===== config.mk =====
export PLATFORM = sky130hd
export DESIGN_NAME = dc_block_envelope_limiter_top_flat
export DESIGN_NICKNAME = d
export VERILOG_FILES = /design/src/rtl/core/dbel_pkg.sv /design/src/rtl/core/dbel_sample_in_if.sv /design/src/rtl/core/dbel_sample_out_if.sv /design/src/rtl/core/dc_block_envelope_limiter_top.sv /design/src/flat_wrapper.sv
export VERILOG_INCLUDE_DIRS = /design/src /design/src/rtl/core
export SDC_FILE = /design/constraint.sdc
export NUM_CORES = 2
export LEC_CHECK = 0
export BUFFER_PORTS_ARGS = -buffer_cell sky130_fd_sc_hd__clkbuf_2
export CORE_ASPECT_RATIO = 0.6
export CORE_MARGIN = 3
export CORE_UTILIZATION = 61
export CTS_CLUSTER_SIZE = 20
export DETAILED_ROUTE_END_ITERATION = 8
export PLACE_DENSITY_LB_ADDON = 0.1
export SYNTH_ARGS = -nofsm -noshare
export SYNTH_HDL_FRONTEND = slang
export SYNTH_SLANG_ARGS = --single-unit

===== constraint.sdc =====
create_clock -name clk -period 16.27 [get_ports clk]
set_clock_uncertainty 0.05 [all_clocks]
set_input_delay 2.4405 -clock clk [delete_from_list [all_inputs] [get_ports clk]]
set_output_delay 2.4405 -clock clk [all_outputs]
set_load 0.03 [all_outputs]

===== src/rtl/core/dc_block_envelope_limiter_top_assert.svh =====
// Assertion helpers for the output conditioner.
`ifndef DC_BLOCK_ENVELOPE_LIMITER_TOP_ASSERT_SVH
`define DC_BLOCK_ENVELOPE_LIMITER_TOP_ASSERT_SVH

// Same-cycle implication, disabled while reset is asserted.
`define DBEL_ASSERT_NOW(label, clk, rst_n, ante, cons, msg) \
    label: assert property (@(posedge clk) disable iff (!rst_n) (ante) |-> (cons)) \
        else $error(msg);

// Next-cycle implication, disabled while reset is asserted.
`define DBEL_ASSERT_NEXT(label, clk, rst_n, ante, cons, msg) \
    label: assert property (@(posedge clk) disable iff (!rst_n) (ante) |=> (cons)) \
        else $error(msg);

`endif


===== src/rtl/core/dbel_pkg.sv =====
package dbel_pkg;

    // Fixed sample and state formats
    localparam int SAMPLE_FRAC  = 16;
    localparam int STATE_EXTRA  = 24;
    localparam int RED_SHIFT    = 16;
    localparam int GAIN_06_Q16  = 39322;
    localparam int GAIN_W       = 16;
    localparam int DIV_STEPS    = 16;
    localparam int VOL_W        = 16;
    localparam int OUT_W        = 16;
    localparam int CFG_IDX_W    = 3;

    localparam logic signed [OUT_W-1:0] OUT_POS_LIM = 16'sh7FFF;
    localparam logic signed [OUT_W-1:0] OUT_NEG_LIM = 16'sh8000;

    // Register reset values
    localparam int RST_DC_COEF      = 190;
    localparam int RST_ATTACK_COEF  = 75920;
    localparam int RST_RELEASE_COEF = 1902;
    localparam int RST_OUT_VOLUME   = 32768;

    typedef enum logic [CFG_IDX_W-1:0] {
        REG_DC_COEF      = 3'd0,
        REG_ATTACK_COEF  = 3'd1,
        REG_RELEASE_COEF = 3'd2,
        REG_OUT_VOLUME   = 3'd3
    } cfg_reg_t;

    typedef enum logic [3:0] {
        ST_IDLE,
        ST_DC_MUL,
        ST_DC_ADD,
        ST_ABS,
        ST_ENV_SET,
        ST_ENV_MUL,
        ST_ENV_ADD,
        ST_ENV_FLOOR,
        ST_DIV_PREP,
        ST_DIV,
        ST_FINISH
    } state_t;

endpackage


===== src/rtl/core/dbel_sample_in_if.sv =====
interface dbel_sample_in_if #(
    parameter int SAMPLE_WIDTH = 24
) ();
    logic                           valid;
    logic                           ready;
    logic signed [SAMPLE_WIDTH-1:0] sample_in;

    modport source (output valid, output sample_in, input ready);
    modport sink (input valid, input sample_in, output ready);
endinterface


===== src/rtl/core/dbel_sample_out_if.sv =====
interface dbel_sample_out_if
    import dbel_pkg::*;
();
    logic                    valid;
    logic                    ready;
    logic signed [OUT_W-1:0] sample_out;

    modport source (output valid, output sample_out, input ready);
    modport sink (input valid, input sample_out, output ready);
endinterface


===== src/rtl/core/dc_block_envelope_limiter_top.sv =====
// Each sample runs the two bit-serial coefficient multiplies (DC, then envelope
// with the attack or release coefficient) and the 16-step restoring divide; the
// divide stops after its first compare when the limiter clips to full scale. A new
// sample is accepted only in idle, once the previous result is in the output register.
// Reset: rst_n async active low; coefficients and volume to defaults, DC and
// envelope state to zero, output register empty.
`include "dc_block_envelope_limiter_top_assert.svh"

module dc_block_envelope_limiter_top
    import dbel_pkg::*;
#(
    parameter int SAMPLE_WIDTH   = 24,
    parameter int COEF_FRAC_BITS = 24
) (
    input  logic                      clk,
    input  logic                      rst_n,
    input  logic                      cfg_we,
    input  logic [CFG_IDX_W-1:0]      cfg_index,
    input  logic [COEF_FRAC_BITS-1:0] cfg_wdata,
    dbel_sample_in_if.sink            feed,
    dbel_sample_out_if.source         result
);

    // State format: SAMPLE_FRAC + STATE_EXTRA fraction bits.
    localparam int S_W    = SAMPLE_WIDTH + STATE_EXTRA;   // DC level, signed
    localparam int A_W    = S_W + 1;                      // |x - dc| and envelope, unsigned
    localparam int D_W    = S_W + 2;                      // multiplier operand, signed
    localparam int ER_W   = A_W - RED_SHIFT;              // reduced level / envelope
    localparam int NUM_W  = ER_W + GAIN_W;                // divide numerator
    localparam int ACC_W  = VOL_W + DIV_STEPS - 1;        // quotient times volume
    localparam int CNT_W  = $clog2(COEF_FRAC_BITS);

    localparam logic [A_W-1:0] ENV_ONE = A_W'(1) << (SAMPLE_FRAC + STATE_EXTRA);

    // ------------------------------------------------------------------
    // Configuration registers
    // ------------------------------------------------------------------
    logic [COEF_FRAC_BITS-1:0] dc_coef_reg;
    logic [COEF_FRAC_BITS-1:0] attack_coef_reg;
    logic [COEF_FRAC_BITS-1:0] release_coef_reg;
    logic [VOL_W-1:0]          volume_reg;

    // ------------------------------------------------------------------
    // Sequencer and datapath registers
    // ------------------------------------------------------------------
    state_t                    state_reg, state_next;
    logic [CNT_W-1:0]          cnt_reg, cnt_next;
    logic signed [S_W-1:0]     x_reg, x_next;
    logic signed [S_W-1:0]     dc_reg, dc_next;
    logic [A_W-1:0]            env_reg, env_next;
    logic [A_W-1:0]            a_reg, a_next;
    logic                      neg_reg, neg_next;
    logic signed [D_W-1:0]     md_reg, md_next;       // multiplicand
    logic signed [D_W-1:0]     macc_reg, macc_next;   // shift-right accumulator
    logic [COEF_FRAC_BITS-1:0] coef_sh_reg, coef_sh_next;
    logic [NUM_W-1:0]          rem_reg, rem_next;
    logic [NUM_W-1:0]          dsh_reg, dsh_next;
    logic [ACC_W-1:0]          gacc_reg, gacc_next;
    logic [VOL_W-1:0]          g_reg, g_next;
    logic                      out_valid_reg, out_valid_next;
    logic signed [OUT_W-1:0]   out_data_reg, out_data_next;

    // Combinational helpers
    logic signed [S_W-1:0]     x_new;
    logic signed [D_W-1:0]     x_ext;
    logic signed [D_W-1:0]     dc_ext;
    logic signed [D_W:0]       mac_sum;
    logic signed [D_W-1:0]     mac_step;
    logic signed [A_W-1:0]     s_diff;
    logic signed [D_W-1:0]     env_diff;
    logic                      env_up;
    logic [ER_W-1:0]           a_red;
    logic                      div_ge;
    logic [ACC_W-1:0]          gacc_step;
    logic signed [OUT_W-1:0]   res_val;

    assign feed.ready        = (state_reg == ST_IDLE);
    assign result.valid      = out_valid_reg;
    assign result.sample_out = out_data_reg;

    // One bit of coefficient per cycle, LSB first. Each right shift floors,
    // so after all bits the accumulator holds floor(d * c / 2^COEF_FRAC_BITS).
    assign mac_sum  = {macc_reg[D_W-1], macc_reg}
                    + (coef_sh_reg[0] ? {md_reg[D_W-1], md_reg} : {(D_W+1){1'b0}});
    assign mac_step = mac_sum[D_W:1];

    // Restoring divide step, quotient bits folded straight into the volume product.
    assign div_ge    = (rem_reg >= dsh_reg);
    assign gacc_step = {gacc_reg[ACC_W-2:0], 1'b0}
                     + (div_ge ? ACC_W'(volume_reg) : {ACC_W{1'b0}});

    assign x_new  = {feed.sample_in, {STATE_EXTRA{1'b0}}};
    assign x_ext  = {{2{x_new[S_W-1]}}, x_new};
    assign dc_ext = {{2{dc_reg[S_W-1]}}, dc_reg};

    assign s_diff   = {x_reg[S_W-1], x_reg} - {dc_reg[S_W-1], dc_reg};
    assign env_diff = {1'b0, a_reg} - {1'b0, env_reg};
    assign env_up   = !env_diff[D_W-1] && (env_diff != '0);
    assign a_red    = a_reg[A_W-1:RED_SHIFT];

    // Sign applied after the volume, then clamp to Q0.15.
    always_comb
    begin
        if (neg_reg)
        begin
            res_val = g_reg[VOL_W-1] ? OUT_NEG_LIM : (~g_reg + 1'b1);
        end
        else
        begin
            res_val = g_reg[VOL_W-1] ? OUT_POS_LIM : g_reg;
        end
    end

    // ------------------------------------------------------------------
    // Sequencer: next state and datapath updates
    // ------------------------------------------------------------------
    always_comb
    begin
        state_next     = state_reg;
        cnt_next       = cnt_reg;
        x_next         = x_reg;
        dc_next        = dc_reg;
        env_next       = env_reg;
        a_next         = a_reg;
        neg_next       = neg_reg;
        md_next        = md_reg;
        macc_next      = macc_reg;
        coef_sh_next   = coef_sh_reg;
        rem_next       = rem_reg;
        dsh_next       = dsh_reg;
        gacc_next      = gacc_reg;
        g_next         = g_reg;
        out_valid_next = out_valid_reg;
        out_data_next  = out_data_reg;

        if (out_valid_reg && result.ready)
        begin
            out_valid_next = 1'b0;
        end

        case (state_reg)
            ST_IDLE:
            begin
                if (feed.valid)
                begin
                    x_next       = x_new;
                    md_next      = x_ext - dc_ext;
                    macc_next    = '0;
                    coef_sh_next = dc_coef_reg;
                    cnt_next     = '0;
                    state_next   = ST_DC_MUL;
                end
            end

            ST_DC_MUL:
            begin
                macc_next    = mac_step;
                coef_sh_next = coef_sh_reg >> 1;
                cnt_next     = cnt_reg + 1'b1;
                if (cnt_reg == CNT_W'(COEF_FRAC_BITS - 1))
                begin
                    state_next = ST_DC_ADD;
                end
            end

            ST_DC_ADD:
            begin
                dc_next    = dc_reg + macc_reg[S_W-1:0];
                state_next = ST_ABS;
            end

            ST_ABS:
            begin
                neg_next   = s_diff[A_W-1];
                a_next     = s_diff[A_W-1] ? unsigned'(-s_diff) : unsigned'(s_diff);
                state_next = ST_ENV_SET;
            end

            ST_ENV_SET:
            begin
                // attack while the level is above the envelope
                md_next      = env_diff;
                macc_next    = '0;
                coef_sh_next = env_up ? attack_coef_reg : release_coef_reg;
                cnt_next     = '0;
                state_next   = ST_ENV_MUL;
            end

            ST_ENV_MUL:
            begin
                macc_next    = mac_step;
                coef_sh_next = coef_sh_reg >> 1;
                cnt_next     = cnt_reg + 1'b1;
                if (cnt_reg == CNT_W'(COEF_FRAC_BITS - 1))
                begin
                    state_next = ST_ENV_ADD;
                end
            end

            ST_ENV_ADD:
            begin
                env_next   = env_reg + macc_reg[A_W-1:0];
                state_next = ST_ENV_FLOOR;
            end

            ST_ENV_FLOOR:
            begin
                if (env_reg < ENV_ONE)
                begin
                    env_next = ENV_ONE;
                end
                state_next = ST_DIV_PREP;
            end

            ST_DIV_PREP:
            begin
                // num = level * 0.6; first compare is against 2*env << 15
                rem_next   = NUM_W'(a_red) * NUM_W'(GAIN_06_Q16);
                dsh_next   = {env_reg[A_W-1:RED_SHIFT], {GAIN_W{1'b0}}};
                gacc_next  = '0;
                cnt_next   = '0;
                state_next = ST_DIV;
            end

            ST_DIV:
            begin
                if ((cnt_reg == '0) && div_ge)
                begin
                    // ratio reaches 1.0: full scale times volume
                    g_next     = volume_reg;
                    state_next = ST_FINISH;
                end
                else
                begin
                    if (div_ge)
                    begin
                        rem_next = rem_reg - dsh_reg;
                    end
                    dsh_next  = dsh_reg >> 1;
                    gacc_next = gacc_step;
                    cnt_next  = cnt_reg + 1'b1;
                    if (cnt_reg == CNT_W'(DIV_STEPS - 1))
                    begin
                        g_next     = gacc_step[ACC_W-1:ACC_W-VOL_W];
                        state_next = ST_FINISH;
                    end
                end
            end

            ST_FINISH:
            begin
                // wait here only while the previous result is still unclaimed
                if (!out_valid_reg || result.ready)
                begin
                    out_data_next  = res_val;
                    out_valid_next = 1'b1;
                    state_next     = ST_IDLE;
                end
            end

            default:
            begin
                state_next = ST_IDLE;
            end
        endcase
    end

    // ------------------------------------------------------------------
    // Control and filter state, reset
    // ------------------------------------------------------------------
    always_ff @(posedge clk or negedge rst_n)
    begin
        if (!rst_n)
        begin
            state_reg        <= ST_IDLE;
            cnt_reg          <= '0;
            out_valid_reg    <= 1'b0;
            dc_reg           <= '0;
            env_reg          <= '0;
            dc_coef_reg      <= COEF_FRAC_BITS'(RST_DC_COEF);
            attack_coef_reg  <= COEF_FRAC_BITS'(RST_ATTACK_COEF);
            release_coef_reg <= COEF_FRAC_BITS'(RST_RELEASE_COEF);
            volume_reg       <= VOL_W'(RST_OUT_VOLUME);
        end
        else
        begin
            state_reg     <= state_next;
            cnt_reg       <= cnt_next;
            out_valid_reg <= out_valid_next;
            dc_reg        <= dc_next;
            env_reg       <= env_next;
            if (cfg_we)
            begin
                case (cfg_reg_t'(cfg_index))
                    REG_DC_COEF:      dc_coef_reg      <= cfg_wdata;
                    REG_ATTACK_COEF:  attack_coef_reg  <= cfg_wdata;
                    REG_RELEASE_COEF: release_coef_reg <= cfg_wdata;
                    REG_OUT_VOLUME:   volume_reg       <= cfg_wdata[VOL_W-1:0];
                    default:
                    begin
                        // unmapped index: ignored
                    end
                endcase
            end
        end
    end

    // ------------------------------------------------------------------
    // Datapath registers, no reset
    // ------------------------------------------------------------------
    always_ff @(posedge clk)
    begin
        x_reg        <= x_next;
        a_reg        <= a_next;
        neg_reg      <= neg_next;
        md_reg       <= md_next;
        macc_reg     <= macc_next;
        coef_sh_reg  <= coef_sh_next;
        rem_reg      <= rem_next;
        dsh_reg      <= dsh_next;
        gacc_reg     <= gacc_next;
        g_reg        <= g_next;
        out_data_reg <= out_data_next;
    end

    // ------------------------------------------------------------------
    // Assertions
    // ------------------------------------------------------------------
    `DBEL_ASSERT_NEXT(a_start_dc_mul, clk, rst_n, feed.valid && feed.ready, (state_reg == ST_DC_MUL) && (cnt_reg == '0), "transfer did not start the DC multiply")
    `DBEL_ASSERT_NOW(a_env_floored, clk, rst_n, state_reg == ST_DIV_PREP, env_reg >= ENV_ONE, "envelope below 1.0 at divide")
    `DBEL_ASSERT_NOW(a_div_rem_bound, clk, rst_n, (state_reg == ST_DIV) && (cnt_reg != '0), ({1'b0, rem_reg} < {dsh_reg, 1'b0}), "divide remainder out of range")
    `DBEL_ASSERT_NEXT(a_finish_loads, clk, rst_n, (state_reg == ST_FINISH) && !out_valid_reg, out_valid_reg && (state_reg == ST_IDLE), "result not loaded into empty output register")

endmodule


===== src/flat_wrapper.sv =====
// flat-port wrapper written by rule: the top's interface ports become plain ports
module dc_block_envelope_limiter_top_flat import dbel_pkg::*;
#(
    parameter int SAMPLE_WIDTH   = 24,
    parameter int COEF_FRAC_BITS = 24
)
  (clk, rst_n, cfg_we, cfg_index, cfg_wdata, feed_valid, feed_sample_in, feed_ready, result_valid, result_sample_out, result_ready);
  dbel_sample_in_if #(.SAMPLE_WIDTH(SAMPLE_WIDTH)) feed_i ();
  dbel_sample_out_if result_i ();
  input  logic clk;
  input  logic rst_n;
  input  logic cfg_we;
  input  logic [CFG_IDX_W-1:0] cfg_index;
  input  logic [COEF_FRAC_BITS-1:0] cfg_wdata;
  input wire logic [$bits(feed_i.valid)-1:0] feed_valid;
  input wire logic [$bits(feed_i.sample_in)-1:0] feed_sample_in;
  output wire logic [$bits(feed_i.ready)-1:0] feed_ready;
  output wire logic [$bits(result_i.valid)-1:0] result_valid;
  output wire logic [$bits(result_i.sample_out)-1:0] result_sample_out;
  input wire logic [$bits(result_i.ready)-1:0] result_ready;
  assign feed_i.valid = feed_valid;
  assign feed_i.sample_in = feed_sample_in;
  assign feed_ready = feed_i.ready;
  assign result_valid = result_i.valid;
  assign result_sample_out = result_i.sample_out;
  assign result_i.ready = result_ready;
  dc_block_envelope_limiter_top #(.SAMPLE_WIDTH(SAMPLE_WIDTH), .COEF_FRAC_BITS(COEF_FRAC_BITS)) u_core (.clk(clk), .rst_n(rst_n), .cfg_we(cfg_we), .cfg_index(cfg_index), .cfg_wdata(cfg_wdata), .feed(feed_i), .result(result_i));
endmodule

# == After elaboration in Yosys (flattened, before gate mapping) ==
# Cells that the tools add are included.
# totals
out_inout_bits,18
regBits,553
# op_classes
addsub,11
eq_ne,23
magnitude_cmp,2
n_mul,1
n_bitwise,1
n_mux,37
reduce_logical,32
# op_table
operator,count
$pmux 49 s2,3
$mux 49,4
$pmux 50 s3,1
$mux 50,2
$pmux 50 s2,1
$sub 48x48->49,2
$mux 16,5
$pmux 24 s3,1
$pmux 30 s2,1
$add 51x51->51,1
$mux 51,1
$reduce_bool 50->1,1
$sub 49x49->50,1
$add 49x49->49,1
$ge 49x49->1,1
$lt 49x41->1 const B,1
$neg 49->49,1
$sub 49x49->49,1
$add 48x48->48,1
$mul 33x15->48 const B,1
$mux 24,2
$mux 48,1
$pmux 4 s11,1
$add 31x16->31,1
33 further kinds,71

# == Longest topological paths before layout ==
# logic_depth
word_depth,5
ltp_mapped,27
mapped_depth_nobuf,27

# == Least setup slack after synthesis ==
# No wires, ideal clock.
# synth_path
path_kind,input to register
start,input feed_valid
end,"register u_core.coef_sh_reg[0], enable pin"
arrival_ns,7.822
setup_slack_ns,7.779
n_path_buf,0
setup_time_ns,0.619
path_stages,2
path_cell_list,inv_1 a21boi_0
# synth_between
elab_chain_len,2
# synth_lines
element,line,rtl
from (decl),flat_wrapper.sv:15,input wire logic [$bits(feed_i.valid)-1:0] feed_valid;
$ne 2x2->1 (no source line),-,
$reduce_and 2->1 (no source line),-,
to (signal assigned),dc_block_envelope_limiter_top.sv:318,coef_sh_reg <= coef_sh_next;
to (decl),dc_block_envelope_limiter_top.sv:55,"logic [COEF_FRAC_BITS-1:0] coef_sh_reg, coef_sh_next;"
# No other way between the ends.
# A chain may end at the register's enable or synchronous reset.

# == Final worst setup path ==
# layout_path
start,register u_core.a_reg[27]
end,"register u_core.rem_reg[47], data pin"
# layout_between
elab_chain_len,2
# layout_lines
element,line,rtl
from (decl),dc_block_envelope_limiter_top.sv:51,"logic [A_W-1:0] a_reg, a_next;"
from (signal assigned),dc_block_envelope_limiter_top.sv:314,a_reg <= a_next;
$mul 33x15->48,dc_block_envelope_limiter_top.sv:218,rem_next = NUM_W'(a_red) * NUM_W'(GAIN_06_Q16);
$pmux 49 s2,dc_block_envelope_limiter_top.sv:141,case (state_reg)
net u_core.rem_next[47],dc_block_envelope_limiter_top.sv:56,"logic [NUM_W-1:0] rem_reg, rem_next;"
to (signal assigned),dc_block_envelope_limiter_top.sv:319,rem_reg <= rem_next;
to (decl),dc_block_envelope_limiter_top.sv:56,
# The timed path passes the listed nets, and every way through them passes these cells.

==> results_dict.tcl <==
set metrics [dict create \
    status "completed" \
    synth_top_area_frac 0.2181 \
    die_h_um 226.2 \
    worst_slew_margin_rel 0.1838 \
    crit_chain "ha_1 -> inv_1 -> fa_1 -> inv_1 -> fa_1 -> fa_1 -> fa_1 -> inv_1 -> fa_1 -> inv_1 -> ha_1 -> and2_1 -> nand3_1 -> or3_1 -> a211oi_1 -> o22ai_1 -> o31a_1 -> a21oi_1 -> o21bai_1 -> a211oi_1 -> a311oi_1 -> xor2_1 -> o21ai_0" \
    crit_slowest_cell "edfxtp_1" \
    rows 80 \
    synth_top_family_by_area "adder cells" \
    cp-end-kind "flip-flop" \
    area_growth_pct 7.011 \
    worstPathMaxFanout 7 \
    cts_setup_buffers 0 \
    worstPathArrival_ns 8.13 \
    dieArea_mm2 0.08437 \
    grt_max_degree 125 \
    cts_made_buffers 56 \
    postSynthCellCount 5381 \
    synth_fa_ha_area_frac 0.2069 \
    drt-initial-drc-count 4391 \
    num-fill-cells 6616 \
    htree_levels 2 \
    cts_root_buf "clkbuf_16" \
    drv_slew 0 \
    clk_latency_ns 0.68 \
    track_usage 0.3307 \
    die_w_um 373.0 \
    yosys_most_used_dff "edfxtp_1" \
    worst_pin_slew_ns 1.216 \
    timing_worst_setup_path_type "reg2reg" \
    ys_top_cells_by_area "edfxtp_1 22%, ha_1 13%, dfrtp_1 8.9%, fa_1 7.3%, inv_1 4.4%" \
    avgSynthCellArea_um2 9.161 \
    setup-violations-final 0 \
    antenna_found_initial 4 \
    yosysWarnings 0 \
    drive_above_1_share 0.07459 \
    finalHoldViolations 0 \
    pin_count 74 \
    synth-xor-area-share 0.06805 \
    grt_overflow_total 0 \
    min_period_ns 7.781 \
    async_flop_share 0.3526 \
    start_kind "flip-flop" \
    synth.ff_latch_count 553 \
    gp_congestion 0.9695 \
    netlist_area_mm2 0.04929 \
    port_buffers 73 \
    cts_sinks 553 \
    via_count 40200 \
    dr.pass1.iters 5 \
    yosys.area_share.simple 0.1437 \
    holdBufCountCts 0 \
    layout.nets 6145 \
    synth_area_leader_cell "edfxtp_1" \
    hp-class "reg2reg" \
    ys_seq_area_frac 0.3176 \
    cp_data_required_time_ns 16.62 \
    dp_hpwl_um 108700 \
    setup_tns_ns 0 \
    fmax_ghz 0.1285 \
    synth_compound_area_frac 0.1743 \
    grt_pass1_vias 38290 \
    drc 0 \
    fin_crit_sh 0.4782 \
    synth_enable_flop_cells 358 \
    final_common_cell "inv_1" \
    clkTransAtPathRegs_ns 0.07 \
    fin_util 0.6612 \
    detail_route.wl_per_cell_um 21.44 \
    core_mm2 0.07978 \
    start_util 0.6179 \
    cts_resized 0 \
    synth_mux_area_frac 0.03246 \
    crit_path_max_incr_delay_ns 0.58 \
    cpMostUsedCell "fa_1" \
    layout_common_cells "573 x inv_1, 527 x ha_1, 451 x nand2_1, 386 x a21oi_1, 366 x o21ai_0" \
    rsz0062_at_grt "no" \
    cap_viol_max_count 0 \
    synthDistinctLibCells 91 \
    syn_nets 6144 \
    grt_pass1_wl_um 219800 \
    drt_wl_total_um 139300 \
    vias_per_cell 6.187 \
    tritoncts "yes" \
    cts_buffer_depth 3 \
    ant_nets 0 \
]
==> per-stage QoR <==
stage               setup WS, ns  area, um2  std cells  hold WS (ns)
floorplan                  7.779      49290       5381        0.4247
global placement           8.825      50740       6390        0.4389
detailed placement         8.654      50740       6390        0.4459
CTS                        8.652      52740       6496        0.4607
global route               8.082      52750       6497        0.4720
finish                     8.489      52750       6498        0.4597
==> per-layer routing <==
layer | share of wire | GRT usage | vias to the layer above
li1 | - | - | 19070
met1 | 0.48 | 0.5106 | 19230
met2 | 0.39 | 0.4608 | 1709
met3 | 0.11 | 0.08612 | 187
met4 | 0.021 | 0.07051 | 8
met5 | 0.0012 | 0.01165 | -
==> cell usage after synthesis (64+ instances only) <==
cell / n
o21ai_0: 366
fa_1: 180
clkbuf_1: 160
inv_1: 573
mux2_2: 122
ha_1: 527
nor3_1: 64
a21o_1: 201
edfxtp_1: 358
nand3_1: 162
nand2_1: 453
dfrtp_1: 175
nor2_1: 352
xnor2_1: 227
xor2_1: 156
and2_1: 83
a21oi_1: 386
==> worst paths after layout <==
| check | start | end | slack, ns | cells after the start |
|---|---|---|---|---|
| max in group asynchronous | rst_n | u_core.volume_reg[8] | 13.08 | 2 |
| worst max-delay path | u_core.a_reg[27] | u_core.rem_reg[47] | 8.49 | 23 |
| worst min-delay path | u_core.attack_coef_reg[21] | u_core.attack_coef_reg[21] | 0.46 | 1 |
| worst max register to register | u_core.a_reg[27] | u_core.rem_reg[47] | 8.49 | 23 |
| min in group asynchronous | rst_n | u_core.env_reg[2] | 1.77 | 1 |
| worst min register to register | u_core.attack_coef_reg[21] | u_core.attack_coef_reg[21] | 0.46 | 1 |
==> critical path, delay by kind of cell, from the launching register on <==
| kind | cells | cell delay (ns) |
|---|---|---|
| xor gates and xnor gates | 1 | 0.17 |
| DFF | 1 | 0.58 |
| buffers and inverters | 4 | 0.22 |
| and+or+nand+nor | 3 | 0.63 |
| adders and majority gates | 7 | 3.39 |
| AOI/OAI and AO/OA | 8 | 2.50 |
==> logic make-up (layout without fill, tap and decap cells) <==
family,after synthesis,count (layout)
other,0,2
adders and majority gates,707,707
DFF,553,553
and+or+nand+nor,1473,1473
AOI/OAI and AO/OA,1377,1377
muxes,143,143
buffers and inverters,745,794
xor gates and xnor gates,383,383
==> area by class of cell <==
cell class,count,area (um2),area share
Tap cell,1066,1334,0.02529
Antenna cell,2,5.005,0.00009488
Sequential cell,553,15660,0.2968
Multi-Input combinational cell,4083,30910,0.5861
Inverter,577,2166,0.04106
Timing Repair Buffer,111,671.9,0.01274
Clock inverter,28,354.1,0.006713
Clock buffer,78,1649,0.03126
Power is not shown: default switching activity piles up to over one toggle a cycle in this logic, so the estimate is an artifact.
